==> src/rtl/mfrag_pkg.sv <==
`default_nettype none
// ----------------------------------------------------------------------------
// mfrag_pkg
// Shared types and constants of the message fragmenter: function codes,
// command kinds, the command that travels from front to back end.
// ----------------------------------------------------------------------------
package mfrag_pkg;

    localparam int HEADER_ALLOWANCE = 8;
    localparam int QUEUE_DEPTH      = 2;

    localparam logic [15:0] FRAGMENT_SIZE_RESET = 16'd1400;

    localparam logic FUNC_START = 1'b0;
    localparam logic FUNC_DATA  = 1'b1;

    // Kinds of command that the back end expands into output bytes
    typedef enum logic [1:0] {
        CMD_START,     // comp, flags, data id
        CMD_HDR_DATA,  // comp, flags, payload byte
        CMD_DATA,      // payload byte
        CMD_STRAY      // error result
    } cmd_kind_t;

    typedef struct packed {
        cmd_kind_t   kind;
        logic [7:0]  comp_type;
        logic [7:0]  flags;
        logic [7:0]  tail_byte;
        logic        fragment_end;
        logic        message_end;
    } cmd_t;

    // Payload bytes that one fragment carries for a given fragment size
    function automatic logic [15:0] payload_of(input logic [15:0] size);
        logic [15:0] allow;
        allow = 16'(HEADER_ALLOWANCE);
        if (size > allow)
            payload_of = size - allow;
        else
            payload_of = 16'd1;
    endfunction

    localparam logic [15:0] PER_FRAG_RESET = payload_of(FRAGMENT_SIZE_RESET);

endpackage : mfrag_pkg
`default_nettype wire

==> src/rtl/message_fragmenter.sv <==
`default_nettype none
// ----------------------------------------------------------------------------
// message_fragmenter
// Splits messages into fragments with inserted headers, one byte per result.
// ----------------------------------------------------------------------------
// A start transaction yields the three first-header bytes; each payload
// transaction yields its byte, preceded by a two-byte header when it opens a
// new fragment; a payload byte with no message open yields one error result.
// The output port moves one byte per cycle while out_ready is high; a two-entry
// command queue lets input transactions be taken while header bytes drain, and
// the input stalls only when that queue is full. fragment_size (cfg_wdata)
// takes effect at the next fragment that begins.
// ----------------------------------------------------------------------------
module message_fragmenter (
    input  wire logic        clk,
    input  wire logic        rst_n,
    input  wire logic        cfg_we,
    input  wire logic [15:0] cfg_wdata,
    input  wire logic        in_valid,
    output logic             in_ready,
    input  wire logic        func,
    input  wire logic [23:0] total_length,
    input  wire logic [7:0]  data_id,
    input  wire logic [7:0]  comp_type,
    input  wire logic [3:0]  channel,
    input  wire logic        relay,
    input  wire logic        system_flag,
    input  wire logic [7:0]  data_byte,
    output logic             out_valid,
    input  wire logic        out_ready,
    output logic [7:0]       out_byte,
    output logic             is_header,
    output logic             fragment_end,
    output logic             message_end,
    output logic             error,
    output logic             last_result
);
    import mfrag_pkg::*;

    cmd_t push_cmd;
    cmd_t head_cmd;
    logic push;
    logic pop;
    logic queue_full;
    logic not_empty;

    mfrag_front u_front (
        .clk          (clk),
        .rst_n        (rst_n),
        .cfg_we       (cfg_we),
        .cfg_wdata    (cfg_wdata),
        .in_valid     (in_valid),
        .in_ready     (in_ready),
        .func         (func),
        .total_length (total_length),
        .data_id      (data_id),
        .comp_type    (comp_type),
        .channel      (channel),
        .relay        (relay),
        .system_flag  (system_flag),
        .data_byte    (data_byte),
        .queue_full   (queue_full),
        .push         (push),
        .push_cmd     (push_cmd)
    );

    mfrag_queue u_queue (
        .clk       (clk),
        .rst_n     (rst_n),
        .push      (push),
        .push_cmd  (push_cmd),
        .full      (queue_full),
        .pop       (pop),
        .head_cmd  (head_cmd),
        .not_empty (not_empty)
    );

    mfrag_back u_back (
        .clk          (clk),
        .rst_n        (rst_n),
        .head_cmd     (head_cmd),
        .not_empty    (not_empty),
        .pop          (pop),
        .out_valid    (out_valid),
        .out_ready    (out_ready),
        .out_byte     (out_byte),
        .is_header    (is_header),
        .fragment_end (fragment_end),
        .message_end  (message_end),
        .error        (error),
        .last_result  (last_result)
    );

endmodule : message_fragmenter
`default_nettype wire

==> src/rtl/mfrag_queue.sv <==
`default_nettype none
// ----------------------------------------------------------------------------
// mfrag_queue
// Short command queue between the front and back end.
// ----------------------------------------------------------------------------
module mfrag_queue (
    input  wire logic            clk,
    input  wire logic            rst_n,
    input  wire logic            push,
    input  wire mfrag_pkg::cmd_t push_cmd,
    output logic                 full,
    input  wire logic            pop,
    output mfrag_pkg::cmd_t      head_cmd,
    output logic                 not_empty
);
    import mfrag_pkg::*;

    localparam int PTR_W = (QUEUE_DEPTH > 1) ? $clog2(QUEUE_DEPTH) : 1;
    localparam int CNT_W = $clog2(QUEUE_DEPTH + 1);

    cmd_t             entry_reg [QUEUE_DEPTH];
    logic [PTR_W-1:0] wr_ptr_reg, wr_ptr_next;
    logic [PTR_W-1:0] rd_ptr_reg, rd_ptr_next;
    logic [CNT_W-1:0] count_reg, count_next;

    assign full      = (count_reg == CNT_W'(QUEUE_DEPTH));
    assign not_empty = (count_reg != '0);
    assign head_cmd  = entry_reg[rd_ptr_reg];

    function automatic logic [PTR_W-1:0] bump(input logic [PTR_W-1:0] p);
        if (p == PTR_W'(QUEUE_DEPTH - 1))
            bump = '0;
        else
            bump = p + 1'b1;
    endfunction

    always_comb
    begin
        wr_ptr_next = push ? bump(wr_ptr_reg) : wr_ptr_reg;
        rd_ptr_next = pop  ? bump(rd_ptr_reg) : rd_ptr_reg;
        count_next  = count_reg;
        if (push && !pop)
            count_next = count_reg + 1'b1;
        else if (pop && !push)
            count_next = count_reg - 1'b1;
    end

    always_ff @(posedge clk or negedge rst_n)
    begin
        if (!rst_n)
        begin
            wr_ptr_reg <= '0;
            rd_ptr_reg <= '0;
            count_reg  <= '0;
        end
        else
        begin
            wr_ptr_reg <= wr_ptr_next;
            rd_ptr_reg <= rd_ptr_next;
            count_reg  <= count_next;
        end
    end

    always_ff @(posedge clk)
    begin
        if (push)
            entry_reg[wr_ptr_reg] <= push_cmd;
    end

endmodule : mfrag_queue
`default_nettype wire

==> src/rtl/mfrag_front.sv <==
`default_nettype none
// ----------------------------------------------------------------------------
// mfrag_front
// Accepts input transactions, tracks message and fragment counts, and
// classifies each transaction into one command for the back end.
// ----------------------------------------------------------------------------
module mfrag_front (
    input  wire logic        clk,
    input  wire logic        rst_n,
    input  wire logic        cfg_we,
    input  wire logic [15:0] cfg_wdata,
    input  wire logic        in_valid,
    output logic             in_ready,
    input  wire logic        func,
    input  wire logic [23:0] total_length,
    input  wire logic [7:0]  data_id,
    input  wire logic [7:0]  comp_type,
    input  wire logic [3:0]  channel,
    input  wire logic        relay,
    input  wire logic        system_flag,
    input  wire logic [7:0]  data_byte,
    input  wire logic        queue_full,
    output logic             push,
    output mfrag_pkg::cmd_t  push_cmd
);
    import mfrag_pkg::*;

    logic [15:0] per_frag_reg;
    logic [23:0] rem_reg, rem_next;
    logic [15:0] lif_reg, lif_next;
    logic [7:0]  comp_reg, comp_next;
    logic [5:0]  flags_reg, flags_next;
    logic        open_reg, open_next;

    logic        is_start;
    logic [23:0] src;
    logic [15:0] n;
    logic [23:0] rem_after;
    logic        new_frag;
    logic [15:0] lif_dec;
    logic [23:0] rem_eff;
    logic        fend;
    logic        mend;
    logic        last_mark;

    assign in_ready = !queue_full;
    assign push     = in_valid && in_ready;
    assign is_start = (func == FUNC_START);

    always_comb
    begin
        // One fragment share taken from either the new total or what is left
        src       = is_start ? total_length : rem_reg;
        n         = (src < {8'd0, per_frag_reg}) ? src[15:0] : per_frag_reg;
        rem_after = src - {8'd0, n};
        last_mark = (rem_after == '0);
        new_frag  = (lif_reg == '0);
        lif_dec   = (new_frag ? n : lif_reg) - 16'd1;
        rem_eff   = new_frag ? rem_after : rem_reg;
        fend      = (lif_dec == '0);
        mend      = fend && (rem_eff == '0);

        rem_next   = rem_reg;
        lif_next   = lif_reg;
        comp_next  = comp_reg;
        flags_next = flags_reg;
        open_next  = open_reg;

        push_cmd.comp_type    = comp_reg;
        push_cmd.flags        = {last_mark, 1'b0, flags_reg};
        push_cmd.tail_byte    = data_byte;
        push_cmd.fragment_end = fend;
        push_cmd.message_end  = mend;
        push_cmd.kind         = new_frag ? CMD_HDR_DATA : CMD_DATA;

        if (is_start)
        begin
            push_cmd.kind         = CMD_START;
            push_cmd.comp_type    = comp_type;
            push_cmd.flags        = {last_mark, 1'b1, system_flag, relay, channel};
            push_cmd.tail_byte    = data_id;
            push_cmd.fragment_end = (total_length == '0);
            push_cmd.message_end  = (total_length == '0);
            rem_next   = rem_after;
            lif_next   = n;
            comp_next  = comp_type;
            flags_next = {system_flag, relay, channel};
            open_next  = (total_length != '0);
        end
        else if (!open_reg)
        begin
            push_cmd.kind         = CMD_STRAY;
            push_cmd.tail_byte    = '0;
            push_cmd.fragment_end = 1'b0;
            push_cmd.message_end  = 1'b0;
        end
        else
        begin
            rem_next = rem_eff;
            lif_next = lif_dec;
            if (mend)
                open_next = 1'b0;
        end
    end

    always_ff @(posedge clk or negedge rst_n)
    begin
        if (!rst_n)
        begin
            per_frag_reg <= PER_FRAG_RESET;
            rem_reg      <= '0;
            lif_reg      <= '0;
            comp_reg     <= '0;
            flags_reg    <= '0;
            open_reg     <= 1'b0;
        end
        else
        begin
            if (cfg_we)
                per_frag_reg <= payload_of(cfg_wdata);
            if (push)
            begin
                rem_reg   <= rem_next;
                lif_reg   <= lif_next;
                comp_reg  <= comp_next;
                flags_reg <= flags_next;
                open_reg  <= open_next;
            end
        end
    end

endmodule : mfrag_front
`default_nettype wire

==> src/rtl/mfrag_back.sv <==
`default_nettype none
// ----------------------------------------------------------------------------
// mfrag_back
// Expands queued commands into output bytes, one per cycle while the output
// is not stalled by out_ready, through a registered output stage.
// ----------------------------------------------------------------------------
module mfrag_back (
    input  wire logic            clk,
    input  wire logic            rst_n,
    input  wire mfrag_pkg::cmd_t head_cmd,
    input  wire logic            not_empty,
    output logic                 pop,
    output logic                 out_valid,
    input  wire logic            out_ready,
    output logic [7:0]           out_byte,
    output logic                 is_header,
    output logic                 fragment_end,
    output logic                 message_end,
    output logic                 error,
    output logic                 last_result
);
    import mfrag_pkg::*;

    localparam logic [1:0] POS_COMP  = 2'd0;
    localparam logic [1:0] POS_FLAGS = 2'd1;
    localparam logic [1:0] POS_TAIL  = 2'd2;

    logic [1:0] pos_reg, pos_next;
    logic       valid_reg;
    logic [7:0] byte_reg, byte_next;
    logic       hdr_reg, hdr_next;
    logic       fend_reg, mend_reg, err_reg, last_reg;

    logic       load;
    logic       has_hdr;
    logic [1:0] eff_pos;
    logic       at_tail;

    assign load    = not_empty && (!valid_reg || out_ready);
    assign has_hdr = (head_cmd.kind == CMD_START) || (head_cmd.kind == CMD_HDR_DATA);
    // Single-byte commands go straight to the tail position
    assign eff_pos = has_hdr ? pos_reg : POS_TAIL;
    assign at_tail = (eff_pos == POS_TAIL);
    assign pop     = load && at_tail;

    always_comb
    begin
        case (eff_pos)
            POS_COMP:  byte_next = head_cmd.comp_type;
            POS_FLAGS: byte_next = head_cmd.flags;
            default:   byte_next = head_cmd.tail_byte;
        endcase
        hdr_next = (head_cmd.kind == CMD_START) || (has_hdr && !at_tail);
        pos_next = pos_reg;
        if (load)
            pos_next = at_tail ? POS_COMP : pos_reg + 2'd1;
    end

    always_ff @(posedge clk or negedge rst_n)
    begin
        if (!rst_n)
        begin
            pos_reg   <= POS_COMP;
            valid_reg <= 1'b0;
        end
        else
        begin
            pos_reg <= pos_next;
            if (load)
                valid_reg <= 1'b1;
            else if (out_ready)
                valid_reg <= 1'b0;
        end
    end

    always_ff @(posedge clk)
    begin
        if (load)
        begin
            byte_reg <= byte_next;
            hdr_reg  <= hdr_next;
            fend_reg <= at_tail && head_cmd.fragment_end;
            mend_reg <= at_tail && head_cmd.message_end;
            err_reg  <= (head_cmd.kind == CMD_STRAY);
            last_reg <= at_tail;
        end
    end

    assign out_valid    = valid_reg;
    assign out_byte     = byte_reg;
    assign is_header    = hdr_reg;
    assign fragment_end = fend_reg;
    assign message_end  = mend_reg;
    assign error        = err_reg;
    assign last_result  = last_reg;

endmodule : mfrag_back
`default_nettype wire

==> config.mk <==
export PLATFORM = sky130hd
export DESIGN_NAME = message_fragmenter
export DESIGN_NICKNAME = d
export VERILOG_FILES = /design/src/rtl/mfrag_pkg.sv /design/src/rtl/message_fragmenter.sv /design/src/rtl/mfrag_queue.sv /design/src/rtl/mfrag_front.sv /design/src/rtl/mfrag_back.sv
export SDC_FILE = /design/constraint.sdc
export NUM_CORES = 1
export LEC_CHECK = 0
export ABC_CLOCK_PERIOD_IN_PS = 5750
export BUFFER_PORTS_ARGS = -buffer_cell sky130_fd_sc_hd__buf_2
export CAP_MARGIN = 30
export CORE_UTILIZATION = 55
export DETAILED_ROUTE_END_ITERATION = 10
export PLACE_DENSITY = 0.78
export SYNTH_ARGS = -nofsm -noshare
export SYNTH_HDL_FRONTEND = slang
export SYNTH_SLANG_ARGS = --single-unit
==> constraint.sdc <==
create_clock -name clk -period 5.75 [get_ports clk]
set_input_delay 0.575 -clock clk [delete_from_list [all_inputs] [get_ports clk]]
set_output_delay 0.575 -clock clk [all_outputs]
set_load 0.05 [all_outputs]
==> results_dict.tcl <==
set metrics [dict create \
    path_clk_slew_ns 0.07 \
    crit_fanout 15 \
    cts_setup_buffers 0 \
    cts-buffers-inserted 17 \
    grt_max_degree 47 \
    slew_violations 0 \
    fp.dieH_um 135 \
    vias_per_cell 6.21 \
    setup_viol 0 \
    vias 9011 \
    rsz0062_at_grt "false" \
    yosys_warnings 0 \
    htreeDepth 4 \
    drt_first_pass_iters 6 \
    path_buf_inv 4 \
    met1Wirelength_um 12600 \
    slew_headroom 0.334 \
    ant_nets 0 \
    drc_errors 0 \
    tns_ns 0 \
    critical_path.cell_chain "clkbuf_4 -> buf_4 -> mux2_2 -> ha_4 -> nand4_1 -> buf_4 -> o221ai_2 -> or4_4 -> nor2_8 -> buf_4 -> a21oi_1 -> ha_1 -> a21oi_1 -> a21boi_0 -> o21ai_0 -> a21o_1 -> a21o_1 -> a211oi_1 -> o21bai_1 -> nand2_1 -> nor4_2 -> o31a_1" \
    synth_area_um2 9770 \
    core_um2 17300 \
    rrSetupSlack_ns 0.41 \
    power.leakage_nw 4.88 \
    overflow 0 \
    powerDensity_nw_per_um2 495 \
    track_usage 0.336 \
    top_layer_used "met4" \
    p_seq_frac 0.315 \
    cp.arrival_ns 5.76 \
    worst_slew_pin_slew_ns 0.999 \
    final_cell_mix "nand2_1, buf_4, nor2_1" \
    p_sw_frac 0.423 \
    wl_um 29800 \
    outcome "finished clean" \
    pwr-share-comb 0.472 \
    intPower_w 0.00338 \
    synth_edf_count 69 \
    synthDistinctLibCells 86 \
    clk_latency_ns 0.44 \
    power_switching_w 0.00248 \
    required_ns 6.04 \
    crit_path_start_kind "input pin" \
    gp_congestion 0.985 \
    ios 91 \
    fmax_mhz 183 \
    wl_met2_um 14100 \
    wl_per_cell_um 20.5 \
    hold_viol_final 0 \
    min_period_ns 5.47 \
    dieArea_um2 18300 \
    slowest_delay_ns 0.61 \
    final_util 0.684 \
    ir_drop_v 0.000381 \
    largest_reg_flops 56 \
    skew_ns 0.0120 \
    syn_area_per_cell_um2 9.27 \
    cts_max_path_buffers 2 \
    numClockSinks 147 \
    ys.flop_type "dfrtp_1" \
    final_layout_size_suffix_gt1_frac 0.257 \
    ys_seq_elements 147 \
    cts_root_buf "clkbuf_16" \
    drv_cap 0 \
    cpMostUsedCell "buf_4" \
    drt_iter0_drc 882 \
    cts_tree "built" \
    dp_hpwl_um 22700 \
    layout-area-overhead-vs-synth_pct 21.1 \
    syn_nets 1162 \
    criticalPathCategory "input pin to flip-flop" \
    synth-async-reset-ratio 0.531 \
    nets 1322 \
    power_frac_clock 0.212 \
    die_x_um 135 \
    io_buffers 90 \
    power.total_w 0.00586 \
    hp-class "input pin to asynchronous set/reset pin" \
    cp-end-kind "flip-flop" \
    syn-instance-count 1054 \
    wl_met3_um 2210 \
    n_antenna_cell 0 \
    grt_pass1_wl_um 46300 \
    slowest_stage "or4_4" \
    crit_family "compound AO/OA/AOI/OAI gates" \
    grt_pass1_vias 8689 \
    final_common_cell "nand2_1" \
    initial_core_util 0.565 \
    timing.final.crit_share 0.952 \
    seq_area_frac_synth 0.412 \
    rows 48 \
    grt_antenna_before_repair 0 \
]
==> power groups by stage <==
stage	sequential (W)	combinational [W]	clock, W
2_1_floorplan	0.00189	0.00169	0
6_report	0.00185	0.00277	0.00124
3_3_place_gp	0.00183	0.00264	0
4_1_cts	0.00184	0.00274	0.00125
5_1_grt	0.00189	0.00300	0.00130
3_5_place_dp	0.00185	0.00272	0
==> cell usage after synthesis (4+ instances only) <==
cell | number | area, um2
nor2b_1 | 6 | 37.5
a21o_1 | 12 | 90.1
dfstp_2 | 5 | 131
mux2_2 | 40 | 450
o21ai_0 | 66 | 330
o21a_1 | 5 | 37.5
xnor2_1 | 35 | 307
a31oi_1 | 8 | 50.1
a221oi_1 | 11 | 96.3
nor4_1 | 16 | 100
nor2_1 | 95 | 357
nand2_1 | 122 | 458
o21bai_1 | 7 | 52.6
a21oi_1 | 63 | 315
and3_1 | 7 | 43.8
edfxtp_1 | 69 | 2070
o21ai_1 | 4 | 20.0
buf_2 | 6 | 30.0
nor4b_1 | 4 | 35.0
nor3_1 | 34 | 170
mux2i_1 | 35 | 350
or3_1 | 6 | 37.5
inv_1 | 42 | 158
ha_1 | 31 | 388
o31ai_1 | 6 | 45.0
a22o_1 | 7 | 61.3
and2_1 | 8 | 50.1
nand4_1 | 10 | 62.6
buf_1 | 6 | 22.5
o22ai_1 | 22 | 138
o211ai_1 | 17 | 128
nand2b_1 | 7 | 43.8
nand3_1 | 34 | 170
a211oi_1 | 6 | 45.0
clkbuf_1 | 39 | 146
dfrtp_1 | 73 | 1830
xor2_1 | 12 | 105
==> through the flow <==
stage               hold slack [ns]  std cells  setup WS [ns]  cell area (um2)
CTS                          0.0913       1452          0.280            11800
global route                  0.111       1452         0.0310            11800
floorplan                     0.279       1054        0.00800             9900
global placement              0.479       1418         -0.115            11100
detailed placement            0.493       1420         -0.170            11200
finish                       0.0782       1452          0.277            11800
==> timing repair <==
item | 4_1_cts | 5_1_grt
hold buffers | 0 | 0
endpoints found under the setup margin | 0 | 4
resized for setup | 0 | 1
==> area by class of cell <==
cell class / count / area [um2]
Clock buffer: 17 / 425
Clock inverter: 15 / 239
Fill cell: 1349 / 5460
Inverter: 47 / 176
Multi-Input combinational cell: 805 / 5410
Sequential cell: 147 / 4030
Tap cell: 225 / 282
Timing Repair Buffer: 196 / 1270
==> metal layers <==
metal / up-vias / global-route usage
met1: 4261 / 0.435
met4: 0 / 0.122
li1: 4239 / -
met5: - / 0
met3: 70 / 0.0617
met2: 441 / 0.559
==> logic make-up after synthesis <==
| kind of cell | share of synthesized area |
|---|---|
| and+or+nand+nor | 0.187 |
| muxes | 0.0871 |
| buffers and inverters | 0.0426 |
| adders and majority gates | 0.0438 |
| xor gates and xnor gates | 0.0421 |
| AOI/OAI and AO/OA | 0.185 |
| DFF | 0.412 |
==> worst paths after layout <==
path	startpoint	endpoint	depth (start not counted)
max reg2reg	u_front.rem_reg[13]	u_queue.entry_reg[1][0]	20
max in group asynchronous	rst_n	u_front.flags_reg[3]	2
max	func	u_queue.entry_reg[1][0]	22
min	rst_n	u_front.lif_reg[5]	1
min reg2reg	u_back.out_valid	u_back.out_valid	2
min in group clk	cfg_wdata[3]	u_front.per_frag_reg[3]	2
(Power assumes the default switching activity.)
